[config.mk]
export PLATFORM = sky130hd
export DESIGN_NAME = gcd_lcm_unit
export DESIGN_NICKNAME = d
export VERILOG_FILES = /design/src/rtl/glu_pkg.sv /design/src/rtl/gcd_lcm_unit.sv /design/src/rtl/glu_front.sv /design/src/rtl/glu_fifo.sv /design/src/rtl/glu_back.sv
export VERILOG_INCLUDE_DIRS = /design/src /design/src/rtl
export SDC_FILE = /design/constraint.sdc
export NUM_CORES = 2
export LEC_CHECK = 0
export BUFFER_PORTS_ARGS = -buffer_cell sky130_fd_sc_hd__buf_4
export CORE_AREA = 2 2 279 487
export CTS_BUF_LIST = sky130_fd_sc_hd__clkbuf_4 sky130_fd_sc_hd__clkbuf_8
export DETAILED_ROUTE_END_ITERATION = 12
export DIE_AREA = 0 0 281 489
export SETUP_SLACK_MARGIN = 0.4
export SKIP_LAST_GASP = 1
export SLEW_MARGIN = 20
export SYNTH_ARGS = -nofsm -noshare
export SYNTH_HDL_FRONTEND = slang
export SYNTH_SLANG_ARGS = --single-unit
[constraint.sdc]
create_clock -name clk_i -period 8.9 [get_ports clk_i]
set_input_delay 1.335 -clock clk_i [delete_from_list [all_inputs] [get_ports clk_i]]
set_output_delay 1.335 -clock clk_i [all_outputs]
set_load 0.01 [all_outputs]
[src/rtl/gcd_lcm_unit_defines.svh]
// ----------------------------------------------------------------------------
// gcd_lcm_unit_defines.svh
// Assertion macros shared by the GCD/LCM unit.
// ----------------------------------------------------------------------------
`ifndef GCD_LCM_UNIT_DEFINES_SVH
`define GCD_LCM_UNIT_DEFINES_SVH

// Same-cycle implication, disabled while reset is asserted.
`define GLU_ASSERT_IMPLY(label, clk, rst_n, cond, prop) \
  label: assert property (@(posedge clk) disable iff (!rst_n) (cond) |-> (prop)) \
    else $error("%m: assertion failed");

// Next-cycle implication, disabled while reset is asserted.
`define GLU_ASSERT_NEXT(label, clk, rst_n, cond, prop) \
  label: assert property (@(posedge clk) disable iff (!rst_n) (cond) |=> (prop)) \
    else $error("%m: assertion failed");

`endif

[src/rtl/glu_pkg.sv]
// ----------------------------------------------------------------------------
// glu_pkg
// Types and constants of the GCD/LCM unit.
// ----------------------------------------------------------------------------
`timescale 1ns / 1ps

package glu_pkg;

  // Operand bits that take part in the math; port fields are always 32 bits.
  localparam int unsigned OperandWidth = 32;
  localparam int unsigned PortWidth    = 32;
  localparam int unsigned ShiftWidth   = $clog2(OperandWidth);
  localparam int unsigned QueueDepth   = 2;
  localparam int unsigned PtrWidth     = $clog2(QueueDepth);
  localparam int unsigned FillWidth    = $clog2(QueueDepth + 1);

  typedef logic [OperandWidth-1:0] opnd_t;

  typedef struct packed {
    logic [PortWidth-1:0] operand_a;
    logic [PortWidth-1:0] operand_b;
  } req_t;

  typedef struct packed {
    logic [PortWidth-1:0]   divisor;
    logic [2*PortWidth-1:0] multiple;
    logic                   both_zero;
  } rsp_t;

  typedef enum logic [1:0] {
    KIND_GENERAL,
    KIND_ONE_ZERO,
    KIND_BOTH_ZERO
  } kind_e;

  typedef struct packed {
    opnd_t a;
    opnd_t b;
    kind_e kind;
  } job_t;

  // Write side of the job queue.
  typedef struct packed {
    logic valid;
    job_t job;
  } q_wr_t;

  // Read side of the job queue.
  typedef struct packed {
    logic empty;
    job_t job;
  } q_rd_t;

endpackage

[src/rtl/gcd_lcm_unit.sv]
// ----------------------------------------------------------------------------
// gcd_lcm_unit
// Greatest common divisor and least common multiple of two unsigned operands.
// ----------------------------------------------------------------------------
// Push a request (operand_a, operand_b) while full is low; one response
// (divisor, multiple, both_zero) per request comes out in request order and
// is taken with pop while empty is low. Operand bits above
// glu_pkg::OperandWidth are ignored. If either operand is zero the multiple
// is zero and the divisor is the other operand; if both are zero, both
// results are zero and both_zero is set. A request with a zero operand
// leaves the head of the request queue once the back end is idle and the
// response register is free or being popped, and its response is
// registered as it leaves. Any other request leaves the queue once the
// back end is idle, runs a binary GCD loop of one compare/subtract/shift
// per cycle, then a restoring divide of operand_a by the divisor (W
// quotient bits, W = OperandWidth, one per cycle), then the 32x32 multiply
// into the response register, which waits while an earlier response has
// not been popped.
// The back end handles one request at a time; a two-entry request queue
// in front lets new requests come in while it works, and the response
// register lets a general request start while a response waits for pop.
// ----------------------------------------------------------------------------
`timescale 1ns / 1ps

module gcd_lcm_unit (
  input  logic          clk_i,
  input  logic          rst_ni,
  // request side
  input  logic          push,
  output logic          full,
  input  glu_pkg::req_t req_i,
  // response side
  output logic          empty,
  input  logic          pop,
  output glu_pkg::rsp_t rsp_o
);

  glu_pkg::q_wr_t q_wr;
  glu_pkg::q_rd_t q_rd;
  logic           q_full;
  logic           q_pop;

  // Front end: narrows operands and tags the zero cases.
  glu_front u_front (
    .push     (push),
    .full     (full),
    .req_i    (req_i),
    .q_full_i (q_full),
    .q_wr_o   (q_wr)
  );

  // Decoupling queue between front and back.
  glu_fifo u_fifo (
    .clk_i    (clk_i),
    .rst_ni   (rst_ni),
    .q_wr_i   (q_wr),
    .q_full_o (q_full),
    .q_pop_i  (q_pop),
    .q_rd_o   (q_rd)
  );

  // Back end: GCD loop, divide, multiply and the response register.
  glu_back u_back (
    .clk_i   (clk_i),
    .rst_ni  (rst_ni),
    .q_rd_i  (q_rd),
    .q_pop_o (q_pop),
    .empty   (empty),
    .pop     (pop),
    .rsp_o   (rsp_o)
  );

endmodule

[src/rtl/glu_front.sv]
// ----------------------------------------------------------------------------
// glu_front
// Accepts requests, narrows the operands and classifies zero cases.
// ----------------------------------------------------------------------------
`timescale 1ns / 1ps

module glu_front (
  input  logic           push,
  output logic           full,
  input  glu_pkg::req_t  req_i,
  input  logic           q_full_i,
  output glu_pkg::q_wr_t q_wr_o
);

  glu_pkg::opnd_t a;
  glu_pkg::opnd_t b;

  assign a = req_i.operand_a[glu_pkg::OperandWidth-1:0];
  assign b = req_i.operand_b[glu_pkg::OperandWidth-1:0];

  always_comb begin
    q_wr_o.valid = push && !q_full_i;
    q_wr_o.job.a = a;
    q_wr_o.job.b = b;
    if ((a == '0) && (b == '0)) begin
      q_wr_o.job.kind = glu_pkg::KIND_BOTH_ZERO;
    end else if ((a == '0) || (b == '0)) begin
      q_wr_o.job.kind = glu_pkg::KIND_ONE_ZERO;
    end else begin
      q_wr_o.job.kind = glu_pkg::KIND_GENERAL;
    end
  end

  assign full = q_full_i;

endmodule

[src/rtl/glu_fifo.sv]
// ----------------------------------------------------------------------------
// glu_fifo
// Short job queue between the front and the back.
// ----------------------------------------------------------------------------
`timescale 1ns / 1ps

module glu_fifo (
  input  logic           clk_i,
  input  logic           rst_ni,
  input  glu_pkg::q_wr_t q_wr_i,
  output logic           q_full_o,
  input  logic           q_pop_i,
  output glu_pkg::q_rd_t q_rd_o
);

  glu_pkg::job_t                      slot_q [glu_pkg::QueueDepth];
  logic [glu_pkg::PtrWidth-1:0]       wr_ptr_q, wr_ptr_d;
  logic [glu_pkg::PtrWidth-1:0]       rd_ptr_q, rd_ptr_d;
  logic [glu_pkg::FillWidth-1:0]      fill_q, fill_d;
  logic                               do_wr;
  logic                               do_rd;

  assign q_full_o = (fill_q == glu_pkg::FillWidth'(glu_pkg::QueueDepth));
  assign do_wr    = q_wr_i.valid && !q_full_o;
  assign do_rd    = q_pop_i && (fill_q != '0);

  assign q_rd_o.empty = (fill_q == '0);
  assign q_rd_o.job   = slot_q[rd_ptr_q];

  always_comb begin
    wr_ptr_d = wr_ptr_q;
    rd_ptr_d = rd_ptr_q;
    fill_d   = fill_q;
    if (do_wr) begin
      wr_ptr_d = (wr_ptr_q == glu_pkg::PtrWidth'(glu_pkg::QueueDepth - 1)) ? '0
                                                                         : wr_ptr_q + 1'b1;
    end
    if (do_rd) begin
      rd_ptr_d = (rd_ptr_q == glu_pkg::PtrWidth'(glu_pkg::QueueDepth - 1)) ? '0
                                                                         : rd_ptr_q + 1'b1;
    end
    if (do_wr && !do_rd) begin
      fill_d = fill_q + 1'b1;
    end else if (do_rd && !do_wr) begin
      fill_d = fill_q - 1'b1;
    end
  end

  always_ff @(posedge clk_i or negedge rst_ni) begin
    if (!rst_ni) begin
      wr_ptr_q <= '0;
      rd_ptr_q <= '0;
      fill_q   <= '0;
    end else begin
      wr_ptr_q <= wr_ptr_d;
      rd_ptr_q <= rd_ptr_d;
      fill_q   <= fill_d;
    end
  end

  always_ff @(posedge clk_i) begin
    if (do_wr) begin
      slot_q[wr_ptr_q] <= q_wr_i.job;
    end
  end

endmodule

[src/rtl/glu_back.sv]
// ----------------------------------------------------------------------------
// glu_back
// Binary GCD loop, bit-serial exact division, final multiply, result slot.
// ----------------------------------------------------------------------------
`timescale 1ns / 1ps
`include "gcd_lcm_unit_defines.svh"

module glu_back (
  input  logic           clk_i,
  input  logic           rst_ni,
  input  glu_pkg::q_rd_t q_rd_i,
  output logic           q_pop_o,
  output logic           empty,
  input  logic           pop,
  output glu_pkg::rsp_t  rsp_o
);

  localparam int unsigned W = glu_pkg::OperandWidth;

  typedef enum logic [1:0] {
    ST_IDLE,
    ST_GCD,
    ST_DIV,
    ST_MUL
  } state_e;

  state_e                         state_q, state_d;
  glu_pkg::opnd_t                 a_q, a_d;
  glu_pkg::opnd_t                 b_q, b_d;
  glu_pkg::opnd_t                 x_q, x_d;
  glu_pkg::opnd_t                 y_q, y_d;
  glu_pkg::opnd_t                 g_q, g_d;
  glu_pkg::opnd_t                 quo_q, quo_d;
  glu_pkg::opnd_t                 rem_q, rem_d;
  logic [glu_pkg::ShiftWidth-1:0] k_q, k_d;
  logic [glu_pkg::ShiftWidth-1:0] cnt_q, cnt_d;
  glu_pkg::rsp_t                  res_q, res_d;
  logic                           res_valid_q, res_valid_d;

  logic                           slot_free;
  logic [W:0]                     rem_sh;
  logic                           rem_ge;

  assign slot_free = !res_valid_q || pop;
  assign q_pop_o   = (state_q == ST_IDLE) && !q_rd_i.empty &&
                     ((q_rd_i.job.kind == glu_pkg::KIND_GENERAL) || slot_free);

  assign rem_sh = {rem_q, quo_q[W-1]};
  assign rem_ge = (rem_sh >= {1'b0, g_q});

  always_comb begin
    state_d     = state_q;
    a_d         = a_q;
    b_d         = b_q;
    x_d         = x_q;
    y_d         = y_q;
    g_d         = g_q;
    quo_d       = quo_q;
    rem_d       = rem_q;
    k_d         = k_q;
    cnt_d       = cnt_q;
    res_d       = res_q;
    res_valid_d = res_valid_q && !pop;

    unique case (state_q)
      ST_IDLE: begin
        if (q_pop_o) begin
          case (q_rd_i.job.kind)
            glu_pkg::KIND_GENERAL: begin
              a_d     = q_rd_i.job.a;
              b_d     = q_rd_i.job.b;
              x_d     = q_rd_i.job.a;
              y_d     = q_rd_i.job.b;
              k_d     = '0;
              state_d = ST_GCD;
            end
            default: begin
              // One operand zero: the divisor is the other one.
              // Both zero: everything is zero and the flag is set.
              res_d.divisor   = glu_pkg::PortWidth'(q_rd_i.job.a | q_rd_i.job.b);
              res_d.multiple  = '0;
              res_d.both_zero = (q_rd_i.job.kind == glu_pkg::KIND_BOTH_ZERO);
              res_valid_d     = 1'b1;
            end
          endcase
        end
      end

      ST_GCD: begin
        if (a_q == '0) begin
          g_d     = b_q << k_q;
          quo_d   = x_q;
          rem_d   = '0;
          cnt_d   = glu_pkg::ShiftWidth'(W - 1);
          state_d = ST_DIV;
        end else if (b_q == '0) begin
          g_d     = a_q << k_q;
          quo_d   = x_q;
          rem_d   = '0;
          cnt_d   = glu_pkg::ShiftWidth'(W - 1);
          state_d = ST_DIV;
        end else if (!a_q[0] && !b_q[0]) begin
          a_d = a_q >> 1;
          b_d = b_q >> 1;
          k_d = k_q + 1'b1;
        end else if (!a_q[0]) begin
          a_d = a_q >> 1;
        end else if (!b_q[0]) begin
          b_d = b_q >> 1;
        end else if (a_q >= b_q) begin
          a_d = (a_q - b_q) >> 1;
        end else begin
          b_d = (b_q - a_q) >> 1;
        end
      end

      ST_DIV: begin
        // Restoring division of x by the divisor, one quotient bit a cycle.
        // The remainder stays below the divisor, so W bits hold it.
        rem_d = rem_ge ? W'(rem_sh - {1'b0, g_q}) : rem_sh[W-1:0];
        quo_d = {quo_q[W-2:0], rem_ge};
        cnt_d = cnt_q - 1'b1;
        if (cnt_q == '0) begin
          state_d = ST_MUL;
        end
      end

      ST_MUL: begin
        if (slot_free) begin
          res_d.divisor   = glu_pkg::PortWidth'(g_q);
          res_d.multiple  = (2 * glu_pkg::PortWidth)'(quo_q * y_q);
          res_d.both_zero = 1'b0;
          res_valid_d     = 1'b1;
          state_d         = ST_IDLE;
        end
      end

      default: begin
        state_d = ST_IDLE;
      end
    endcase
  end

  always_ff @(posedge clk_i or negedge rst_ni) begin
    if (!rst_ni) begin
      state_q     <= ST_IDLE;
      a_q         <= '0;
      b_q         <= '0;
      x_q         <= '0;
      y_q         <= '0;
      g_q         <= '0;
      quo_q       <= '0;
      rem_q       <= '0;
      k_q         <= '0;
      cnt_q       <= '0;
      res_q       <= '0;
      res_valid_q <= 1'b0;
    end else begin
      state_q     <= state_d;
      a_q         <= a_d;
      b_q         <= b_d;
      x_q         <= x_d;
      y_q         <= y_d;
      g_q         <= g_d;
      quo_q       <= quo_d;
      rem_q       <= rem_d;
      k_q         <= k_d;
      cnt_q       <= cnt_d;
      res_q       <= res_d;
      res_valid_q <= res_valid_d;
    end
  end

  assign empty = !res_valid_q;
  assign rsp_o = res_q;

  `GLU_ASSERT_IMPLY(a_gcd_not_both_zero, clk_i, rst_ni, state_q == ST_GCD,
                    (a_q != '0) || (b_q != '0))
  `GLU_ASSERT_IMPLY(a_div_by_nonzero, clk_i, rst_ni, state_q == ST_DIV, g_q != '0)
  `GLU_ASSERT_IMPLY(a_zero_flag_result, clk_i, rst_ni, res_valid_q && res_q.both_zero,
                    (res_q.divisor == '0) && (res_q.multiple == '0))
  `GLU_ASSERT_NEXT(a_general_starts_gcd, clk_i, rst_ni,
                   q_pop_o && (q_rd_i.job.kind == glu_pkg::KIND_GENERAL),
                   state_q == ST_GCD)

endmodule
==> flow_metrics.env <==
export IMPL_status="finished clean"
export IMPL_drt_total_wl_um=213600
export IMPL_wl_per_cell_um=25.74
export IMPL_synthFlopType="dfrtp_1"
export IMPL_cpPeakStageDelay_ns=0.71
export IMPL_grt_pass1_wl_um=317800
export IMPL_seq_area_frac_synth_pct=20.82
export IMPL_setup_viol=0
export IMPL_arrival_ns=8.96
export IMPL_die_y_um=489
export IMPL_fp_row_count=178
export IMPL_regArea_um2=12450
export IMPL_cpMaxStageDelayCell="fa_1"
export IMPL_synth_area_top_cells="fa_1, dfrtp_1, ha_1"
export IMPL_syn_area_um2=59650
export IMPL_antenna_found_initial=17
export IMPL_nets=7766
export IMPL_syn_area_per_cell_um2=9.289
export IMPL_core_area_um2=133900
export IMPL_finalCoreUtilization_pct=48.40
export IMPL_drv_slew=0
export IMPL_root_buffer="clkbuf_8"
export IMPL_synth_top_area_share_pct=30.17
export IMPL_start_kind="flop"
export IMPL_crit_required_ns=9.61
export IMPL_setup_tns_ns=0
export IMPL_syn_num_nets=7757
export IMPL_drtIter0Drc=2928
export IMPL_min_period_ns=8.249
export IMPL_ys_seq_elements=470
export IMPL_multiInputGateArea_um2=42160
export IMPL_worstPathCellList="buf_4, and2_1, fa_1, inv_1, fa_1, inv_1, fa_1, inv_1, fa_1, inv_1, fa_1, fa_1, fa_1, fa_1, ha_1, a21o_1, o21bai_1, a211oi_1, and2_1, o21a_1, o311ai_0, or4b_2, nand3_1"
export IMPL_start_util_pct=44.57
export IMPL_die_x_um=281
export IMPL_drv_cap=0
export IMPL_htreeDepth=3
export IMPL_ant_nets=0
export IMPL_synth_cells=6422
export IMPL_cts_buffers=77
export IMPL_cts_buffer_depth=3
export IMPL_layout_drive_gt1_share_pct=8.670
export IMPL_track_usage_pct=31.78
export IMPL_path_common_cell="fa_1"
export IMPL_synth_edff_count=132
export IMPL_worstSkewPairLatency_ns=0.79
export IMPL_regToRegStartpoint="u_back.y_q[18]$_DFFE_PN0P_"
export IMPL_fmax_mhz=121.2
export IMPL_syn2layout_area_growth_pct=8.593
export IMPL_place_congestion=1.040
export IMPL_hold_violations=0
export IMPL_critPathMaxFanout=13
export IMPL_via_per_inst=5.643
export IMPL_end_kind="flop"
export IMPL_stdcell_count=8301
export IMPL_vias=46843
export IMPL_io_buffer_count=166
export IMPL_critPathKind="reg2reg"
export IMPL_grt_overflow_total=0
export IMPL_startpoint="u_back.y_q[18]$_DFFE_PN0P_"
export IMPL_yosysTopAreaCell="fa_1"
export IMPL_max_slew_margin_pct=16.09
export IMPL_ys_warn_count=0
export IMPL_finalCritPeriodShare_pct=92.68
export IMPL_synth_distinct_cells=92
export IMPL_tritoncts="done"
export IMPL_grt_pass1_vias=50910
export IMPL_rsz0062_at_grt="false"
export IMPL_cts_sinks=470
export IMPL_hp_start="u_back.rsp_o[19]$_DFFE_PN0P_"
export IMPL_ys_async_sr_fraction_pct=71.91
export IMPL_clkTransAtPathRegs_ns=0.07
export IMPL_dp_cells=8151
export IMPL_dp_hpwl_um=174000
export IMPL_io_pins=167
export IMPL_nFillCells=12739
export IMPL_drtPass1Iterations=6
export IMPL_tightest_slew_ns=1.224
export IMPL_grt_max_degree=102
export IMPL_min_path_type="reg2reg"
export IMPL_dieArea_um2=137400
export IMPL_whs_ns=0.4781
export IMPL_finClkSkew_ns=0.07041
export IMPL_drc=0
## state kept, by name (all words and copies together), names as in the netlist, 32 cells and up
| signal | count |
|---|---|
| u_back.a_q | 32 |
| u_back.quo_q | 32 |
| u_back.b_q | 32 |
| u_back.g_q | 32 |
| u_back.rsp_o | 97 |
| u_fifo.slot_q | 132 |
| u_back.x_q | 32 |
| u_back.y_q | 32 |
| u_back.rem_q | 32 |
## synthesized netlist by cell type, types with 7 or more instances
cell type and instances:
a211oi_1 65, a21o_1 85, a21oi_1 350, a221oi_1 9, a22o_1 10, a31oi_1 16, a41oi_1 7, and2_1 612
and3_1 16, and4_1 7, buf_1 17, buf_2 9, clkbuf_1 359, dfrtp_1 338, edfxtp_1 132, fa_1 899
ha_1 368, inv_1 985, mux2_2 7, mux2i_1 156, mux4_2 26, nand2_1 823, nand2b_1 34, nand3_1 53
nand4_1 38, nor2_1 135, nor2b_1 23, nor3_1 54, nor4_1 41, o211ai_1 8, o21a_1 32, o21ai_0 356
o21bai_1 33, o221ai_1 19, o22ai_1 12, o31ai_1 21, or3_1 9, xnor2_1 91, xor2_1 48
## final cells by class
class                   count  share of cell area, %
inverters                 988                  5.725
repair buffers            320                  3.784
flip-flops and latches    470                  19.22
well taps                1800                  3.477
multi-input cells        4574                  65.09
clock buffers             105                  2.096
clock inverters            37                 0.5872
diodes                      7                0.02704
## critical path, delay by kind of cell, from the launching register on
family,cells,cell delay (ns)
adders and majority gates,9,4.65
and+or+nand+nor,4,1.14
buffers and inverters,5,0.58
DFF,1,0.63
AOI/OAI and AO/OA,5,1.16
## layer usage
layer	GRT usage (%)	vias up	wire length, µm
met5	0	-	52
met2	58.82	1645	113700
met4	30.47	8	25050
li1	-	20569	-
met3	4.453	783	9426
met1	29.37	23838	65420
## cells by family (layout without fill, tap and decap cells)
kind of cell	after synthesis	in the layout	share of synthesized area [%]
xor+xnor	139	139	2.041
other cells	0	7	0
flops	470	470	20.82
compound gates	1106	1106	11.26
simple gates	1871	1871	15.49
mux	191	191	3.769
buf+inv	1378	1450	8.729
fa+ha+maj	1267	1267	37.89
## stage by stage
step,worst slack [ns],instance area [µm²]
2_1_floorplan,1.650,59650
3_3_place_gp,0.5774,62950
3_5_place_dp,0.4551,62950
4_1_cts,0.4820,64690
5_1_grt,0.4011,64770
6_report,0.6513,64780
## cell usage in the layout (no fill, tap or decap), drive strengths merged, types with 135 or more instances in the layout
cell type  netlist  routed
fa             899     899
nand2          823     823
and2           614     614
o21ai          360     360
inv            986     989
mux2i          156     156
dfrtp          338     338
a21oi          350     350
nor2           135     135
ha             368     368
buf             30     320
## what timing repair did
| item | CTS | global route |
|---|---|---|
| setup buffers | 0 | 0 |
| setup endpoints to repair | 0 | 15 |
| hold buffers | 0 | 0 |
| gates resized for setup | 0 | 21 |
## path summary, 6_finish.rpt
check | slack (ns) | cells past startpoint | end
worst max-delay path | 0.65 | 23 | u_back.rsp_o[61]$_DFFE_PN0P_
worst min-delay path | 0.48 | 2 | u_back.rsp_o[19]$_DFFE_PN0P_
worst max register to register | 0.65 | 23 | u_back.rsp_o[61]$_DFFE_PN0P_
worst min register to register | 0.48 | 2 | u_back.rsp_o[19]$_DFFE_PN0P_
max in group asynchronous | 6.34 | 3 | u_back.rsp_o[19]$_DFFE_PN0P_
min in group asynchronous | 0.57 | 1 | u_back.rem_q[6]$_DFFE_PN0P_
Power is not shown: default switching activity piles up to over one toggle a cycle in this logic, so the estimate is an artifact.
